File: config.mk
export PLATFORM = sky130hd
export DESIGN_NAME = igp_div_cell
export DESIGN_NICKNAME = d
export VERILOG_FILES = /design/src/rtl/igp_pkg.sv /design/src/rtl/igp_div_cell.sv
export SDC_FILE = /design/constraint.sdc
export NUM_CORES = 1
export LEC_CHECK = 0
export ABC_AREA = 1
export BUFFER_PORTS_ARGS = -buffer_cell sky130_fd_sc_hd__buf_2
export CAP_MARGIN = 10
export CORE_MARGIN = 1
export CORE_UTILIZATION = 25
export CTS_CLUSTER_SIZE = 14
export DETAILED_ROUTE_END_ITERATION = 7
export MAX_ROUTING_LAYER = met4
export PLACE_DENSITY_LB_ADDON = 0.08
export REMOVE_ABC_BUFFERS = 1
export SETUP_SLACK_MARGIN = 0.5
export SLEW_MARGIN = 20
export SYNTH_ARGS = -nofsm -noshare
export SYNTH_HDL_FRONTEND = slang
export SYNTH_SLANG_ARGS = --single-unit
File: constraint.sdc
create_clock -name clk -period 8.39 [get_ports clk]
set_input_delay 0.839 -clock clk [delete_from_list [all_inputs] [get_ports clk]]
set_output_delay 0.839 -clock clk [all_outputs]
set_load 0.02 [all_outputs]
File: src/rtl/igp_pkg.sv
`timescale 1ns / 1ps
`default_nettype none
package igp_pkg;

	localparam logic signed [23:0] GYRO_GAIN_Q16 = 24'sd4575276;
	localparam logic signed [33:0] HZ_BIAS = 34'sd536870912;
	localparam int SQRT_CELLS = 32;
	localparam int DIV_CELLS = 15;

	typedef struct packed {
		logic signed [15:0] gyro_x_raw;
		logic signed [15:0] gyro_y_raw;
		logic signed [15:0] gyro_z_raw;
		logic signed [15:0] quat_w;
		logic signed [15:0] quat_x;
		logic signed [15:0] quat_y;
		logic signed [15:0] quat_z;
	} sample_t;

	typedef struct packed {
		logic signed [23:0] rate_forward;
		logic signed [23:0] rate_left;
		logic signed [23:0] rate_up;
		logic [2:0]         neg;
		logic [31:0]        mag_x;
		logic [31:0]        mag_y;
		logic [31:0]        mag_z;
	} carry_t;

	typedef struct packed {
		carry_t      c;
		logic [63:0] rem;
		logic [63:0] root;
	} sqrt_t;

	typedef struct packed {
		logic signed [23:0] rate_forward;
		logic signed [23:0] rate_left;
		logic signed [23:0] rate_up;
		logic [2:0]         neg;
		logic [31:0]        norm;
		logic [47:0]        rem_x;
		logic [47:0]        rem_y;
		logic [47:0]        rem_z;
		logic [14:0]        q_x;
		logic [14:0]        q_y;
		logic [14:0]        q_z;
	} div_t;

endpackage
`default_nettype wire

File: src/rtl/igp_div_cell.sv
`timescale 1ns / 1ps
`default_nettype none
module igp_div_cell #(
	parameter int QBIT = 14
) (
	input  wire logic          clk,
	input  wire logic          arst_n,
	input  wire logic          in_valid,
	output logic               in_ready,
	input  wire igp_pkg::div_t in_data,
	output logic               out_valid,
	input  wire logic          out_ready,
	output igp_pkg::div_t      out_data
);
	import igp_pkg::*;

	logic [47:0] dsh;
	div_t nxt;
	logic v_q;
	div_t d_q;

	assign dsh = 48'({in_data.norm, 1'b0}) << QBIT;

	always_comb begin
		nxt = in_data;
		if (in_data.rem_x >= dsh) begin
			nxt.rem_x = in_data.rem_x - dsh;
			nxt.q_x[QBIT] = 1'b1;
		end
		if (in_data.rem_y >= dsh) begin
			nxt.rem_y = in_data.rem_y - dsh;
			nxt.q_y[QBIT] = 1'b1;
		end
		if (in_data.rem_z >= dsh) begin
			nxt.rem_z = in_data.rem_z - dsh;
			nxt.q_z[QBIT] = 1'b1;
		end
	end

	assign in_ready = !v_q || out_ready;

	always_ff @(posedge clk or negedge arst_n) begin
		if (!arst_n) begin
			v_q <= 1'b0;
		end else if (in_ready) begin
			v_q <= in_valid;
		end
	end

	always_ff @(posedge clk) begin
		if (in_ready) d_q <= nxt;
	end

	assign out_valid = v_q;
	assign out_data = d_q;
endmodule
`default_nettype wire

==> impl_metrics.py, run 1 <==
metrics = {
    "synth": {
        "synth_fa_ha_area_frac": 0.0674,
        "yosysTopAreaCellShare": 0.475,
        "ys_types": 33,
        "synthMuxAreaShare": 0,
        "synth-seq-cells": 297,
        "synth_top_family_by_area": "simple AND/OR/NAND/NOR gates",
        "syn_area_um2": 18700,
        "synth_ff_type": "edfxtp_1",
        "synthArstFlopShare": 0.00337,
        "ys_top_cells_by_area": "edfxtp_1, nand2_1, inv_1, ha_1, nand3_1",
        "synth_top_area_cell": "edfxtp_1",
        "postSynthCellCount": 2410,
        "synth_most_common_cell": "nand2_1",
        "synthSimpleGateAreaFrac": 0.311,
        "synth_edf_count": 296,
        "synthTopCellsByCount": "nand2_1, inv_1, edfxtp_1",
        "synth_xor_xnor_area_share": 0.0211,
        "ys_seq_area_frac": 0.476,
        "yosys_warnings": 0,
        "avgSynthCellArea_um2": 7.76,
        "synth_compound_area_frac": 0.0195,
    },
    "detailed_routing": {
        "routed_via_density": 4.38,
        "wl_per_cell_um": 21.8,
        "drc": 0,
        "ant_nets": 0,
        "drtPass1Iterations": 5,
        "vias": 17600,
        "drtIter0Drc": 1066,
        "drt_wl_total_mm": 87.5,
    },
    "power_and_ir_drop": {
        "ir_worst_vdd_mv": 0.117,
        "leakagePower_nw": 12.9,
        "p_per_area_nw_per_um2": 205,
    },
    "critical_path": {
        "timing_worst_setup_path_type": "reg2out",
        "cp_slowest_cell": "nand2_4",
        "crit_fanout": 93,
        "worstSetupStartpointType": "flip-flop",
        "cp_num_buf_inv": 2,
        "r2r_slack_ns": 5.96,
        "cp.arrival_ns": 2.66,
        "worstSetupEndpointType": "primary output",
        "crit_family": "buffers and inverters",
        "cp.required_ns": 7.55,
        "max_stage_delay_ns": 0.69,
        "path_cells": "nand2_4 -> buf_12 -> buf_2",
    },
    "layout": {
        "fin_nets": 3423,
        "area_delta_synth_final_pct": 28.8,
        "drive_above_1_share": 0.228,
        "fill_cells": 8001,
        "final_cell_area_um2": 24100,
    },
    "global_route": {
        "grt_pass1_vias": 17200,
        "gr-total-overflow": 0,
        "gr-usage-all-layers": 0.229,
        "grt_max_degree": 146,
        "antenna_found_initial": 14,
        "grt_pass1_wl_mm": 120,
    },
    "die": {
        "die_area_um2": 75900,
        "rows": 99,
        "fp.dieH_um": 276,
        "coreArea_um2": 73500,
        "ios": 598,
        "die_w_um": 276,
        "start_util": 0.255,
    },
    "cts": {
        "clkTransAtPathRegs_ns": 0.06,
        "cts-htree-levels": 2,
        "clock_latency_ns": 0.59,
        "cts_inserted_buffers": 39,
        "post_cts_buffers": 0,
        "clock_path_buffers": 3,
        "cts.sinks": 297,
        "cts_tree": "built",
        "cts_resized": 0,
        "cts_root_buf": "clkbuf_16",
    },
    "placed_design": {
        "placed_area_um2": 22700,
        "io_buffers": 597,
        "gp_congestion": 0.922,
        "dp_hpwl_mm": 72.9,
    },
    "run_status": {
        "status": "finished, final reports clean",
    },
    "sta": {
        "finalClockSkew_ns": 0.0138,
        "max_freq_mhz": 286,
        "slew_viol_final": 0,
        "relSlewSlack": 0.331,
        "tns_ns": 0,
        "rsz0062_at_grt": "false",
        "finalHoldViolCount": 0,
        "setup_viol": 0,
        "worst-slew-pin-transition_ns": 1.00,
        "fin_crit_ns": 3.49,
        "post-route-period-util": 0.416,
    },
    "run": {
        "cap_violations": 0,
    },
    "min_path": {
        "min_path_type": "in2reg",
    },
}
## timing repair
| action | 4_1_cts | 5_1_grt |
|---|---|---|
| hold buffers | 1 | 0 |
| endpoints found under the hold margin | 1 | 0 |
| endpoints found under the setup margin | 0 | 0 |
## final cells by class
class	instances	area, um2	share of cell area
repair buffers	603	3060	0.127
inverters	459	1720	0.0715
diodes	8	20.0	0.000830
clock buffers	45	998	0.0414
flip-flops and latches	297	8910	0.370
well taps	959	1200	0.0498
clock inverters	26	357	0.0148
multi-input cells	1624	7840	0.325
## logic make-up after synthesis
logic type,after synthesis
flops,297
compound gates,63
xor+xnor,45
buf+inv,489
simple gates,1417
fa+ha+maj,99
## report_power, final
group	leakage (nW)	switching, mW	total [mW]	internal (mW)
Combinational	9.28	0.884	1.26	0.378
Sequential	3.00	0.0598	1.89	1.83
Clock	0.644	0.741	1.80	1.06
Total	12.9	1.68	4.95	3.26
## path summary, 6_finish.rpt
| path | end | start | depth (start not counted) |
|---|---|---|---|
| worst min register to register | out_valid$_DFFE_PN0P_ | out_valid$_DFFE_PN0P_ | 2 |
| worst min-delay path | out_data[5]$_DFFE_PP_ | in_data[5] | 1 |
| worst max-delay path | in_ready | out_valid$_DFFE_PN0P_ | 3 |
| min in group asynchronous | out_valid$_DFFE_PN0P_ | arst_n | 2 |
| worst max register to register | out_data[166]$_DFFE_PP_ | out_valid$_DFFE_PN0P_ | 2 |
| max in group asynchronous | out_valid$_DFFE_PN0P_ | arst_n | 2 |
## layer usage
metal  vias up  wire [um]  global-route usage
li1       8794          -                   -
met1      8175      36700               0.270
met2       563      43700               0.400
met3        91       4860              0.0398
met4         0       2160              0.0590
met5         -          0                   -
## registers in the layout, summed over array words and instances, names as in the netlist
name and flops:
out_data 296, out_valid 1
## cell usage in the layout (no fill, tap or decap), types with 7 or more instances in the layout
cell          n
diode_2       8
clkbuf_16    39
ha_1         96
nand2_1    1003
nor2_2       13
nor3_1       18
nand3b_1      9
clkinv_2      7
a21oi_1      55
nand4_1      14
edfxtp_1    296
buf_2       597
xor2_1       42
nor2_1      140
inv_1       456
nand3_1     196
## per-stage QoR
stage / instances / utilization / total power, mW / hold slack (ns) / worst slack, ns
after floorplan: 2380 / - / 2.68 / 0.543 / 0.321
after global placement: 3941 / 0.309 / 3.20 / 0.616 / 4.46
after detailed placement: 3941 / 0.309 / 3.20 / 0.616 / 4.42
after CTS: 4013 / 0.328 / 5.04 / 0.386 / 4.84
after global routing: 4019 / 0.328 / 5.21 / 0.391 / 4.71
final: 4021 / 0.328 / 4.95 / 0.433 / 4.90
Note: power is estimated with default switching activity, not from simulation.
==> run 2, diff against run 1 <==
==> constraint.sdc (replaced) <==
create_clock -name clk -period 3.3 [get_ports clk]
set_input_delay 0.33 -clock clk [delete_from_list [all_inputs] [get_ports clk]]
set_output_delay 0.33 -clock clk [all_outputs]
set_load 0.02 [all_outputs]
==> run 2 against run 1 <==
  * Global-route usage is 0.70 points higher
  * Clock skew is 0.017 ns higher
  * Worst setup slack worse by 4.3 ns
  * Largest power group unchanged
  * Non-clock buffer count is 210 higher
  * Via count is 5.5% higher
  * Die area stayed put
  * Sequential cell count stayed put
  * Highest routed layer unchanged
  * First-iteration DRC count is 7.3% higher
  * Sequential power grew to 2.5 times the previous value
==> impl_metrics.py, run 2 (synthesized netlist as in run 1, its figures left out) <==
metrics = {
    "sta": {
        "worst-slew-pin-transition_ns": 0.616,
        "finalHoldViolCount": 0,
        "relSlewSlack": 0.589,
        "finalClockSkew_ns": 0.0306,
        "slew_viol_final": 0,
        "setup_viol": 0,
        "tns_ns": 0,
        "max_freq_mhz": 373,
        "post-route-period-util": 0.812,
        "fin_crit_ns": 2.68,
        "fin_worst_hold_slack_ns": 0.0140,
        "rsz0062_at_grt": "true",
    },
    "power_and_ir_drop": {
        "clkPwrFrac": 0.348,
        "p_int_mw": 8.32,
        "p_seq_frac": 0.378,
        "swShare": 0.346,
        "p_per_area_nw_per_um2": 486,
        "power.total_mw": 12.7,
        "p_switching_mw": 4.39,
        "leakagePower_nw": 13.8,
        "p_comb_frac": 0.273,
        "ir_worst_vdd_mv": 0.284,
    },
    "die": {
        "ios": 598,
        "coreArea_um2": 73500,
        "rows": 99,
        "die_area_um2": 75900,
        "fp.dieH_um": 276,
        "die_w_um": 276,
        "start_util": 0.255,
    },
    "critical_path": {
        "timing_worst_setup_path_type": "in2reg",
        "max_stage_delay_ns": 0.54,
        "cpMostUsedCell": "nand2_1",
        "path_cells": "dlygate4sd3_1 -> buf_2 -> inv_1 -> ha_1 -> nand2_1 -> nand2_1 -> a21oi_1 -> nand2_1 -> a21oi_4 -> nand4_4 -> buf_4 -> nand2_1 -> nand2_1",
        "crit_fanout": 17,
        "cp_slowest_cell": "dlygate4sd3_1",
        "worstSetupStartpointType": "input pin",
        "worstSetupEndpointType": "flip-flop",
        "cp.required_ns": 3.62,
        "cp.arrival_ns": 3.00,
        "startpoint": "in_data[219]",
        "regToRegStartpoint": "out_valid$_DFFE_PN0P_",
    },
    "layout": {
        "mostFrequentLayoutCell": "nand2_1",
        "fin_nets": 3635,
        "layout_common_cells": "nand2_1, buf_2, inv_1",
        "area_delta_synth_final_pct": 39.9,
        "largest_reg_flops": 296,
        "final_cell_area_um2": 26200,
        "drive_above_1_share": 0.221,
    },
    "detailed_routing": {
        "drtIter0Drc": 1144,
        "wl_per_cell_um": 21.4,
        "drt_wl_total_mm": 90.7,
        "drtPass1Iterations": 5,
        "vias": 18600,
        "drc": 0,
        "routed_via_density": 4.39,
        "ant_nets": 0,
    },
    "cts": {
        "post_cts_buffers": 0,
        "cts_tree": "built",
        "clock_path_buffers": 3,
        "cts.sinks": 297,
        "clkTransAtPathRegs_ns": 0.06,
        "cts_root_buf": "clkbuf_16",
        "clock_latency_ns": 0.59,
        "cts-htree-levels": 2,
        "cts_inserted_buffers": 40,
    },
    "global_route": {
        "antenna_found_initial": 9,
        "grt_pass1_wl_mm": 124,
        "grt_pass1_vias": 18100,
        "gr-usage-all-layers": 0.236,
        "gr-total-overflow": 0,
        "grt_max_degree": 80,
    },
    "run": {
        "cap_violations": 0,
    },
    "placed_design": {
        "dp_hpwl_mm": 75.1,
        "placed_area_um2": 22900,
        "io_buffers": 597,
        "gp_congestion": 0.927,
    },
    "run_status": {
        "status": "finished, final reports clean",
    },
    "min_path": {
        "min_path_type": "in2reg",
        "hold_start": "in_data[37]",
    },
}
## run 2: routing by layer
metal  vias up  wire [um]  GRT usage
li1       9223          -          -
met1      8646      38800      0.285
met2       621      44000      0.402
met3       108       5010     0.0358
met4         0       2890     0.0759
met5         -          0          -
## run 2: cell type report
type / instances / area (um2)
diodes: 6 / 15.0
clock inverters: 25 / 280
inverters: 459 / 1720
multi-input cells: 1625 / 7870
fillers: 7883 / 47300
flip-flops and latches: 297 / 8910
repair buffers: 813 / 5140
well taps: 959 / 1200
clock buffers: 48 / 1040
## run 2: power by group through the flow
stage | registers, mW | clock network, mW | logic (mW)
final | 4.81 | 4.43 | 3.48
after CTS | 4.82 | 4.57 | 3.49
after floorplan | 5.41 | 0 | 1.40
after detailed placement | 4.89 | 0 | 3.28
after global placement | 4.90 | 0 | 3.29
after global routing | 4.84 | 4.68 | 3.79
## run 2: final timing paths
kind	to	slack, ns	cells past startpoint
worst max-delay path	out_data[180]$_DFFE_PP_	0.62	13
worst min-delay path	out_data[37]$_DFFE_PP_	0.01	1
worst max register to register	out_data[161]$_DFFE_PP_	1.36	2
worst min register to register	out_data[7]$_DFFE_PP_	1.23	1
max in group asynchronous	out_valid$_DFFE_PN0P_	3.14	2
min in group asynchronous	out_valid$_DFFE_PN0P_	0.07	2
## run 2: through the flow
step / setup WS [ns] / util / std cells
after detailed placement: 0.215 / 0.311 / 3958
after global routing: 0.468 / 0.356 / 4231
after global placement: 0.268 / 0.311 / 3958
final: 0.620 / 0.356 / 4232
after floorplan: -4.36 / - / 2380
after CTS: 0.511 / 0.356 / 4225
## run 2: critical path, delay by kind of cell
family,cells,cell delay [ns]
buffers and inverters,4,1.09
AND/OR/NAND/NOR,6,0.77
AO/OA/AOI/OAI,2,0.40
adder cells (fa/ha/maj),1,0.38
## run 2: timing repair
action / in CTS / in global routing
resized for setup: 0 / 3
hold endpoints to repair: 194 / 0
hold buffers: 194 / 0
endpoints found under the setup margin: 0 / 49
