===== config.mk =====
export PLATFORM = sky130hd
export DESIGN_NAME = igp_sqrt_cell
export DESIGN_NICKNAME = d
export VERILOG_FILES = /design/src/rtl/igp_pkg.sv /design/src/rtl/igp_sqrt_cell.sv
export SDC_FILE = /design/constraint.sdc
export NUM_CORES = 1
export LEC_CHECK = 0
export BUFFER_PORTS_ARGS = -buffer_cell sky130_fd_sc_hd__buf_4
export CAP_MARGIN = 15
export CELL_PAD_IN_SITES_DETAIL_PLACEMENT = 1
export CELL_PAD_IN_SITES_GLOBAL_PLACEMENT = 1
export CORE_AREA = 5 5 232 234
export DETAILED_ROUTE_END_ITERATION = 6
export DIE_AREA = 0 0 237 239
export PLACE_DENSITY = 0.67
export SYNTH_ARGS = -nofsm -noshare
export SYNTH_HDL_FRONTEND = slang
export SYNTH_SLANG_ARGS = --single-unit

===== constraint.sdc =====
create_clock -name clk -period 29.7 [get_ports clk]
set_clock_uncertainty 0.1 [all_clocks]
set_input_delay 4.455 -clock clk [delete_from_list [all_inputs] [get_ports clk]]
set_output_delay 4.455 -clock clk [all_outputs]
set_load 0.01 [all_outputs]

===== src/rtl/igp_pkg.sv =====
`timescale 1ns / 1ps
`default_nettype none
package igp_pkg;

	localparam logic signed [23:0] GYRO_GAIN_Q16 = 24'sd4575276;
	localparam logic signed [33:0] HZ_BIAS = 34'sd536870912;
	localparam int SQRT_CELLS = 32;
	localparam int DIV_CELLS = 15;

	typedef struct packed {
		logic signed [15:0] gyro_x_raw;
		logic signed [15:0] gyro_y_raw;
		logic signed [15:0] gyro_z_raw;
		logic signed [15:0] quat_w;
		logic signed [15:0] quat_x;
		logic signed [15:0] quat_y;
		logic signed [15:0] quat_z;
	} sample_t;

	typedef struct packed {
		logic signed [23:0] rate_forward;
		logic signed [23:0] rate_left;
		logic signed [23:0] rate_up;
		logic [2:0]         neg;
		logic [31:0]        mag_x;
		logic [31:0]        mag_y;
		logic [31:0]        mag_z;
	} carry_t;

	typedef struct packed {
		carry_t      c;
		logic [63:0] rem;
		logic [63:0] root;
	} sqrt_t;

	typedef struct packed {
		logic signed [23:0] rate_forward;
		logic signed [23:0] rate_left;
		logic signed [23:0] rate_up;
		logic [2:0]         neg;
		logic [31:0]        norm;
		logic [47:0]        rem_x;
		logic [47:0]        rem_y;
		logic [47:0]        rem_z;
		logic [14:0]        q_x;
		logic [14:0]        q_y;
		logic [14:0]        q_z;
	} div_t;

endpackage
`default_nettype wire


===== src/rtl/igp_sqrt_cell.sv =====
`timescale 1ns / 1ps
`default_nettype none
module igp_sqrt_cell #(
	parameter int BIT_POS = 62
) (
	input  wire logic           clk,
	input  wire logic           arst_n,
	input  wire logic           in_valid,
	output logic                in_ready,
	input  wire igp_pkg::sqrt_t in_data,
	output logic                out_valid,
	input  wire logic           out_ready,
	output igp_pkg::sqrt_t      out_data
);
	import igp_pkg::*;

	logic [63:0] bitv;
	logic [63:0] trial;
	sqrt_t nxt;
	logic v_q;
	sqrt_t d_q;

	assign bitv = 64'd1 << BIT_POS;
	assign trial = in_data.root + bitv;

	always_comb begin
		nxt = in_data;
		if (in_data.rem >= trial) begin
			nxt.rem = in_data.rem - trial;
			nxt.root = (in_data.root >> 1) + bitv;
		end else begin
			nxt.root = in_data.root >> 1;
		end
	end

	assign in_ready = !v_q || out_ready;

	always_ff @(posedge clk or negedge arst_n) begin
		if (!arst_n) begin
			v_q <= 1'b0;
		end else if (in_ready) begin
			v_q <= in_valid;
		end
	end

	always_ff @(posedge clk) begin
		if (in_ready) d_q <= nxt;
	end

	assign out_valid = v_q;
	assign out_data = d_q;
endmodule
`default_nettype wire


==> results.md, run 1 <==
- Sequential fraction of design power: 42.2%
- Worst-margin pin slew: roughly 1.1 ns
- Largest net degree at the start of global routing: 148
- Net Count, Synth: about 1500
- Net Sw Frac: around 28%
- VDD IR-drop max: 34.0 uV
- GRT Util Overall: 22.2%
- Post-synthesis area per instance: 13.2 um^2
- Setup bufs post-CTS: 0
- Crit path DAT: 5.20 ns
- Commonest non-fill, non-tap cell in the layout: buf_4
- Setup crit end kind: output pin
- 1st-pass router iterations: 5
- Layout area overhead: 45.0%
- Util after Layout: 40.3%
- Syn. warnings: 0
- Pwr Density: 60.0 nW/um^2
- CTS sink count: 300
- Setup_tns: 0 ns
- NetSw: 355 uW
- Num CTS Buffers: 36
- Initial core utilization: 27.8%
- Antenna-violating nets left: 0
- Period utilization: 32.8%
- RSZ-0062 raised after global routing: false
- Detail Placement HPWL: 54.2 mm
- Synth Flop Type: edfxtp_1
- Max Fanout on Critical Path: 26
- Max-cap violations: 0
- GPL Wtd Cong: 0.927
- Pleak: 8.95 nW
- #FFs+latches synth: 300
- DR vias/cell: 4.89
- Final Max Tran Viols: 0
- Synth cell types: 66
- Count of hold-fix buffers inserted at cts: 0
- Area of the core: 51800 um^2
- 1st-iter DRT viols: approximately 760
- First-pass GRT wire length: 91.2 mm
- Post-synthesis sequential area ratio: 62.5%
- Clk buf depth: 3
- Worst slew margin: 24.8%
- Final setup viols: 0
- Final setup margin: 19.95 ns
- Minimum clock period: between 9 and 10 ns
- Routed vias: 11900
- Ys async rst share: less than 1%
- Rows: between 80 and 90
- CP startpoint kind: primary input
- Dpl ws: 19.94 ns
- CTS root buf: clkbuf_16
- Final Hold Fails: 0
- DRC violations left: 0
- Most frequent cells in the layout: 611 x buf_4, 299 x edfxtp_1, 86 x a21oi_1
- Share of cells above drive strength 1: 41.4%
- PostCTS Resize Cnt: 0
- Max frequency: 0.103 GHz
- IO Port Bufs: 603
- Cell Int Power: 898 uW
- Total die area: 56600 um^2
- CTS tree: done
- Antenna violations before repair: 29
- Clock Pin Slew Worst Setup and Hold Paths: approximately 0.060 ns
- Global route overflow: 0
- Status: complete, no violations
- IO Pins: 604
- Crit Path Class: in2out
- Number of enable flip-flop cells after synthesis: roughly 300
- Post-layout nets: 2070
- Die X: 237 um
- Min-delay worst type: reg2reg
- Total wire length: 66.6 mm
- Mapped Area: 14400 um^2
- Die Y: 239 um
- Wire length per cell: 27.4 um
- Mapped Cells: 1092
- Clock network power share: 35.9%
- Clk_lat worst skew: about 0.55 ns
- Critical path required time: 25.15 ns
- Comb pwr share: 21.9%
- H-tree lvl count: 2
- Vias in the first global route: between 10000 and 15000
critical path, cell delays in order:
cell and delay (ns):
buf_4 0.11, nand2b_4 0.35, buf_4 0.26
per-stage QoR:
step                      power (mW)  cells  area [um^2]  hold slack, ns
after floorplan                0.673   1092        14400            4.06
final                           1.25   2427        20900           0.784
after global placement         0.810   2352        19700           0.749
after global routing            1.31   2422        20900           0.845
after detailed placement       0.814   2352        19700           0.785
after CTS                       1.27   2417        20900           0.797
sequential cells by signal, summed over array words and instances, names as in the netlist:
register and flops:
out_valid 1, out_data 299
cell usage after synthesis (8+ instances only):
cell type | instances | share of area, %
a21oi_1 | 86 | 3.0
o31ai_1 | 14 | 0.73
xnor2_1 | 32 | 1.9
and3_1 | 8 | 0.35
nand4_1 | 22 | 0.95
mux2_2 | 17 | 1.3
nor3_1 | 13 | 0.45
nand3_1 | 15 | 0.52
o21a_1 | 13 | 0.68
inv_1 | 84 | 2.2
buf_2 | 10 | 0.35
ha_1 | 64 | 5.6
nand2_1 | 63 | 1.6
and2_1 | 11 | 0.48
a21o_1 | 35 | 1.8
o21bai_1 | 18 | 0.94
o21ai_0 | 45 | 1.6
xor2_1 | 14 | 0.85
nor2_1 | 34 | 0.89
o211ai_1 | 23 | 1.2
a31oi_1 | 10 | 0.43
mux2_1 | 26 | 2.0
clkbuf_1 | 23 | 0.60
edfxtp_1 | 299 | 62
per-layer routing:
| metal | track usage [%] | share of wire [%] | wire length (um) | vias up |
|---|---|---|---|---|
| li1 | - | - | - | 5396 |
| met1 | 22.9 | 35 | 23300 | 5842 |
| met2 | 40.1 | 52 | 34500 | 474 |
| met3 | 8.62 | 8.6 | 5690 | 133 |
| met4 | 9.31 | 4.5 | 2990 | 28 |
| met5 | 1.43 | 0.24 | 161 | - |
path summary, 6_finish.rpt:
kind                                start       endpoint  slack, ns  cells after the start
worst max-delay path            out_ready       in_ready      19.95                      3
worst min-delay path            out_valid      out_valid       0.78                      2
worst max register to register  out_valid  out_data[123]      26.98                      3
worst min register to register  out_valid      out_valid       0.78                      2
max in group asynchronous          arst_n      out_valid      25.82                      1
min in group asynchronous          arst_n      out_valid       3.59                      1
cell families after synthesis:
family                   synth area share (%)
AO/OA/AOI/OAI                            14.3
XOR/XNOR                                 2.79
adder cells (fa/ha/maj)                  5.69
buffers and inverters                    3.60
flip-flops                               62.5
multiplexers                             3.64
AND/OR/NAND/NOR                          7.50
layout make-up:
| class | instances | area, um^2 |
|---|---|---|
| inverter | 84 | 315 |
| multi-input combinational | 668 | 4910 |
| clock inverter | 24 | 259 |
| tap | 688 | 861 |
| timing repair buffer | 612 | 4610 |
| antenna | 10 | 25.0 |
| clock buffer | 41 | 920 |
| sequential | 300 | 9000 |
| fill | 5636 | 30900 |
power by group through the flow:
stage	clock network (mW)	logic (mW)	registers (mW)
after floorplan	0	0.109	0.564
after global placement	0	0.273	0.537
after detailed placement	0	0.277	0.537
after CTS	0.466	0.279	0.529
after global routing	0.483	0.293	0.532
final	0.450	0.275	0.529
Note: power is estimated with default switching activity, not from simulation.
==> inputs of run 2 (changes only) <==
--- a/config.mk
+++ b/config.mk
@@ -5,14 +5,15 @@
 export SDC_FILE = /design/constraint.sdc
 export NUM_CORES = 1
 export LEC_CHECK = 0
+export ABC_AREA = 1
 export BUFFER_PORTS_ARGS = -buffer_cell sky130_fd_sc_hd__buf_4
 export CAP_MARGIN = 15
 export CELL_PAD_IN_SITES_DETAIL_PLACEMENT = 1
 export CELL_PAD_IN_SITES_GLOBAL_PLACEMENT = 1
-export CORE_AREA = 5 5 232 234
+export CORE_MARGIN = 5
+export CORE_UTILIZATION = 30
 export DETAILED_ROUTE_END_ITERATION = 6
-export DIE_AREA = 0 0 237 239
-export PLACE_DENSITY = 0.67
+export PLACE_DENSITY = 0.76
 export SYNTH_ARGS = -nofsm -noshare
 export SYNTH_HDL_FRONTEND = slang
 export SYNTH_SLANG_ARGS = --single-unit
==> constraint.sdc (replaced) <==
create_clock -name clk -period 7.9 [get_ports clk]
set_clock_uncertainty 0.1 [all_clocks]
set_input_delay 1.185 -clock clk [delete_from_list [all_inputs] [get_ports clk]]
set_output_delay 1.185 -clock clk [all_outputs]
set_load 0.01 [all_outputs]
==> results.md, run 2 <==
- Total wire length: 80.6 mm (was 66.6 mm)
- Global route overflow: 0 (unchanged)
- Wire length per cell: 24.8 um (was 27.4 um)
- Cell Count, Final, Fillers Out: 3246 (was 2427)
- Ys async rst share: 0.333% (unchanged)
- Area of the core: 53700 um^2 (was 51800 um^2)
- Rows: 85 (was 84)
- Max frequency: between 0.2 and 0.3 GHz
- Post-synth top area share: 55.4% (was 62.3%)
- Number of enable flip-flop cells after synthesis: 299 (unchanged)
- Clk buf depth: 3 (unchanged)
- Layout area overhead: 40.1% (was 45.0%)
- GPL Wtd Cong: 0.998 (was 0.927)
- Clock network power share: 35.1% (was 35.9%)
- Sequential fraction of design power: 41.1% (was 42.2%)
- Synth top cells by count: 755 x nand2_1, 398 x inv_1, 299 x edfxtp_1 (was 299 x edfxtp_1, 86 x a21oi_1, 84 x inv_1)
- GRT met1 Usage: 32.8% (was 22.9%)
- Worst-margin pin slew: 1.02 ns (was 1.13 ns)
- Net Count, Synth: 2257 (was 1460)
- Final Max Tran Viols: 0 (unchanged)
- Max-cap violations: 0 (unchanged)
- Cells on worst reg2reg path: 2 (was 3)
- Minimum clock period: just under 4 ns
- Max Fanout on Critical Path: 68 (was 26)
- Setup_tns: 0 ns (unchanged)
- Setup crit end kind: flop (was output pin)
- Crit path DAT: 4.06 ns (was 5.20 ns)
- Detail Placement HPWL: 67.9 mm (was 54.2 mm)
- Mapped Area: 16200 um^2 (was 14400 um^2)
- CP startpoint kind: primary input (unchanged)
- Met3 Usage GRT: 5.81% (was 8.62%)
- Synth area leaders: edfxtp_1 55%, nand2_1 17%, inv_1 9.2% (was edfxtp_1 62%, ha_1 5.6%, a21oi_1 3.0%)
- Cell Int Power: 3.38 mW (was 898 uW)
- First-pass GRT wire length: 114 mm (was 91.2 mm)
- 1st-iter DRT viols: 947 (was 758)
- Post-layout nets: 2889 (was 2070)
- Cell Area, Placed: 21500 um^2 (was 19700 um^2)
- Die Y: 242 um (was 239 um)
- DRC violations left: 0 (unchanged)
- Mapped Cells: 1889 (was 1092)
- Final Hold Fails: 0 (unchanged)
- Post-synthesis area per instance: 8.58 um^2 (was 13.2 um^2)
- Met2 GRT Util: 46.7% (was 40.1%)
- Comb pwr share: 23.8% (was 21.9%)
- Synth cell types: 34 (was 66)
- Util after Layout: 42.3% (was 40.3%)
- Vias in the first global route: 15700 (was 12600)
- Clk_lat worst skew: 0.55 ns (about the same)
- DR vias/cell: 4.66 (was 4.89)
- Placed Cells incl. Taps: 3178 (was 2352)
- Pwr Density: 214 nW/um^2 (was 60.0 nW/um^2)
- Share of cells above drive strength 1: 28.0% (was 41.4%)
- Most Crowded Layer GR: met2 (unchanged)
- Syn. warnings: 0 (unchanged)
- Die X: 242 um (was 237 um)
- RSZ-0062 raised after global routing: false (unchanged)
- IO Port Bufs: 603 (unchanged)
- Hold Slack: 0.298 ns (was 0.784 ns)
- Largest net degree at the start of global routing: 96 (was 148)
- Pleak: 11.8 nW (was 8.95 nW)
- CTS sink count: 300 (unchanged)
- Routed vias: 15100 (was 11900)
- Final setup viols: 0 (unchanged)
- Dominant cell type by area after synthesis: edfxtp_1 (unchanged)
- IO Pins: 604 (unchanged)
- 1st-pass router iterations: 5 (unchanged)
- Period utilization: 49.0%
- NetSw: 1.48 mW (was 355 uW)
- CTS tree: done (unchanged)
- Min-delay worst type: in2async (was reg2reg)
- Final instance area: 22700 um^2 (was 20900 um^2)
- Reg2reg setup slack: 5.13 ns (was 26.98 ns)
- Status: complete, no violations (unchanged)
- Critical path required time: 8.09 ns (was 25.15 ns)
- Clock Pin Slew Worst Setup and Hold Paths: 0.06 ns (about the same)
- H-tree lvl count: 2 (unchanged)
- Top-count cell post-synth: nand2_1 (was edfxtp_1)
- CTS root buf: clkbuf_16 (unchanged)
- Setup bufs post-CTS: 0 (unchanged)
- Most frequent cells in the layout: 754 x nand2_1, 606 x buf_4, 398 x inv_1 (was 611 x buf_4, 299 x edfxtp_1, 86 x a21oi_1)
- Total die area: 58800 um^2 (was 56600 um^2)
- Crit Path Class: in2reg (was in2out)
- Initial core utilization: 30.2% (was 27.8%)
- Number of flip-flops in the largest register: 299 (unchanged)
- VDD IR-drop max: 129 uV (was 34.0 uV)
- Post-synthesis sequential area ratio: 55.5% (was 62.5%)
- Num CTS Buffers: 37 (was 36)
- Net Sw Frac: 30.5% (was 28.3%)
- Antenna-violating nets left: 0 (unchanged)
- Count of hold-fix buffers inserted at cts: 0 (unchanged)
- Worst slew margin: 32.1% (was 24.8%)
- #FFs+latches synth: 300 (unchanged)
- PostCTS Resize Cnt: 0 (unchanged)
- Synth Flop Type: edfxtp_1 (unchanged)
- Commonest non-fill, non-tap cell in the layout: nand2_1 (was buf_4)
- GRT Util Overall: 26.4% (was 22.2%)
- Antenna violations before repair: 14 (was 29)
## run 2: cell types whose count changed after synthesis, sizes merged, moves of 43 or more
cell and delta:
nand2 +707, nand3 +75, nor2 +88, mux2 -43, inv +325, a21oi -43
## run 2: kinds of logic (layout without fill, tap and decap cells)
group           Yosys count  count (layout)  synth area share, %
buf+inv                 423            1080                 10.2
fa+ha+maj                65              65                 5.06
compound gates           52              52                 1.65
simple gates           1017            1017                 25.8
other cells               0               4                    0
flops                   300             300                 55.5
xor+xnor                 32              32                 1.73
## run 2: metrics by stage
step / total power [mW] / setup slack (ns)
2_1_floorplan: 2.58 / 1.83
3_3_place_gp: 3.17 / 3.54
3_5_place_dp: 3.19 / 3.46
4_1_cts: 4.92 / 4.03
5_1_grt: 5.08 / 3.83
6_report: 4.86 / 4.03
## run 2: layout make-up
| type | instances | area, um^2 |
|---|---|---|
| Clock buffer | 40 | 937 |
| Multi-Input combinational cell | 1166 | 5570 |
| Inverter | 410 | 1540 |
| Fill cell | 6390 | 31000 |
| Tap cell | 696 | 871 |
| Antenna cell | 4 | 10.0 |
| Clock inverter | 24 | 236 |
| Timing Repair Buffer | 606 | 4550 |
| Sequential cell | 300 | 9000 |
## run 2: worst max-delay path, stage by stage
cell and delay [ns]:
buf_4 0.10, inv_1 0.04, ha_1 0.42, nand2_1 0.17
nor2_1 0.40, nand2_1 0.24, nor3_4 0.26, nand2_4 0.09
nand2_8 0.38, inv_4 0.42, nand2_1 0.17, nand2_1 0.08
## run 2: power groups by stage
stage          Clock (mW)  Combinational (mW)  Sequential [mW]
6_report             1.71                1.15             2.00
5_1_grt              1.82                1.25             2.01
4_1_cts              1.75                1.17             2.00
2_1_floorplan           0               0.468             2.11
3_3_place_gp            0                1.15             2.03
3_5_place_dp            0                1.17             2.03
## run 2: path summary, 6_finish.rpt
kind / from / to
hold / removal: arst_n / out_valid
hold reg to reg: out_valid / out_data[6]
max in group asynchronous: arst_n / out_valid
setup reg to reg: out_valid / out_data[62]
min in group clk: in_data[40] / out_data[39]
setup / recovery: in_data[35] / out_data[62]
## run 2: layer usage
metal  wire (um)  share of wire [%]
met1       33400                 41
met4        1890                2.3
met5         103               0.13
met2       40200                 50
met3        4990                6.2
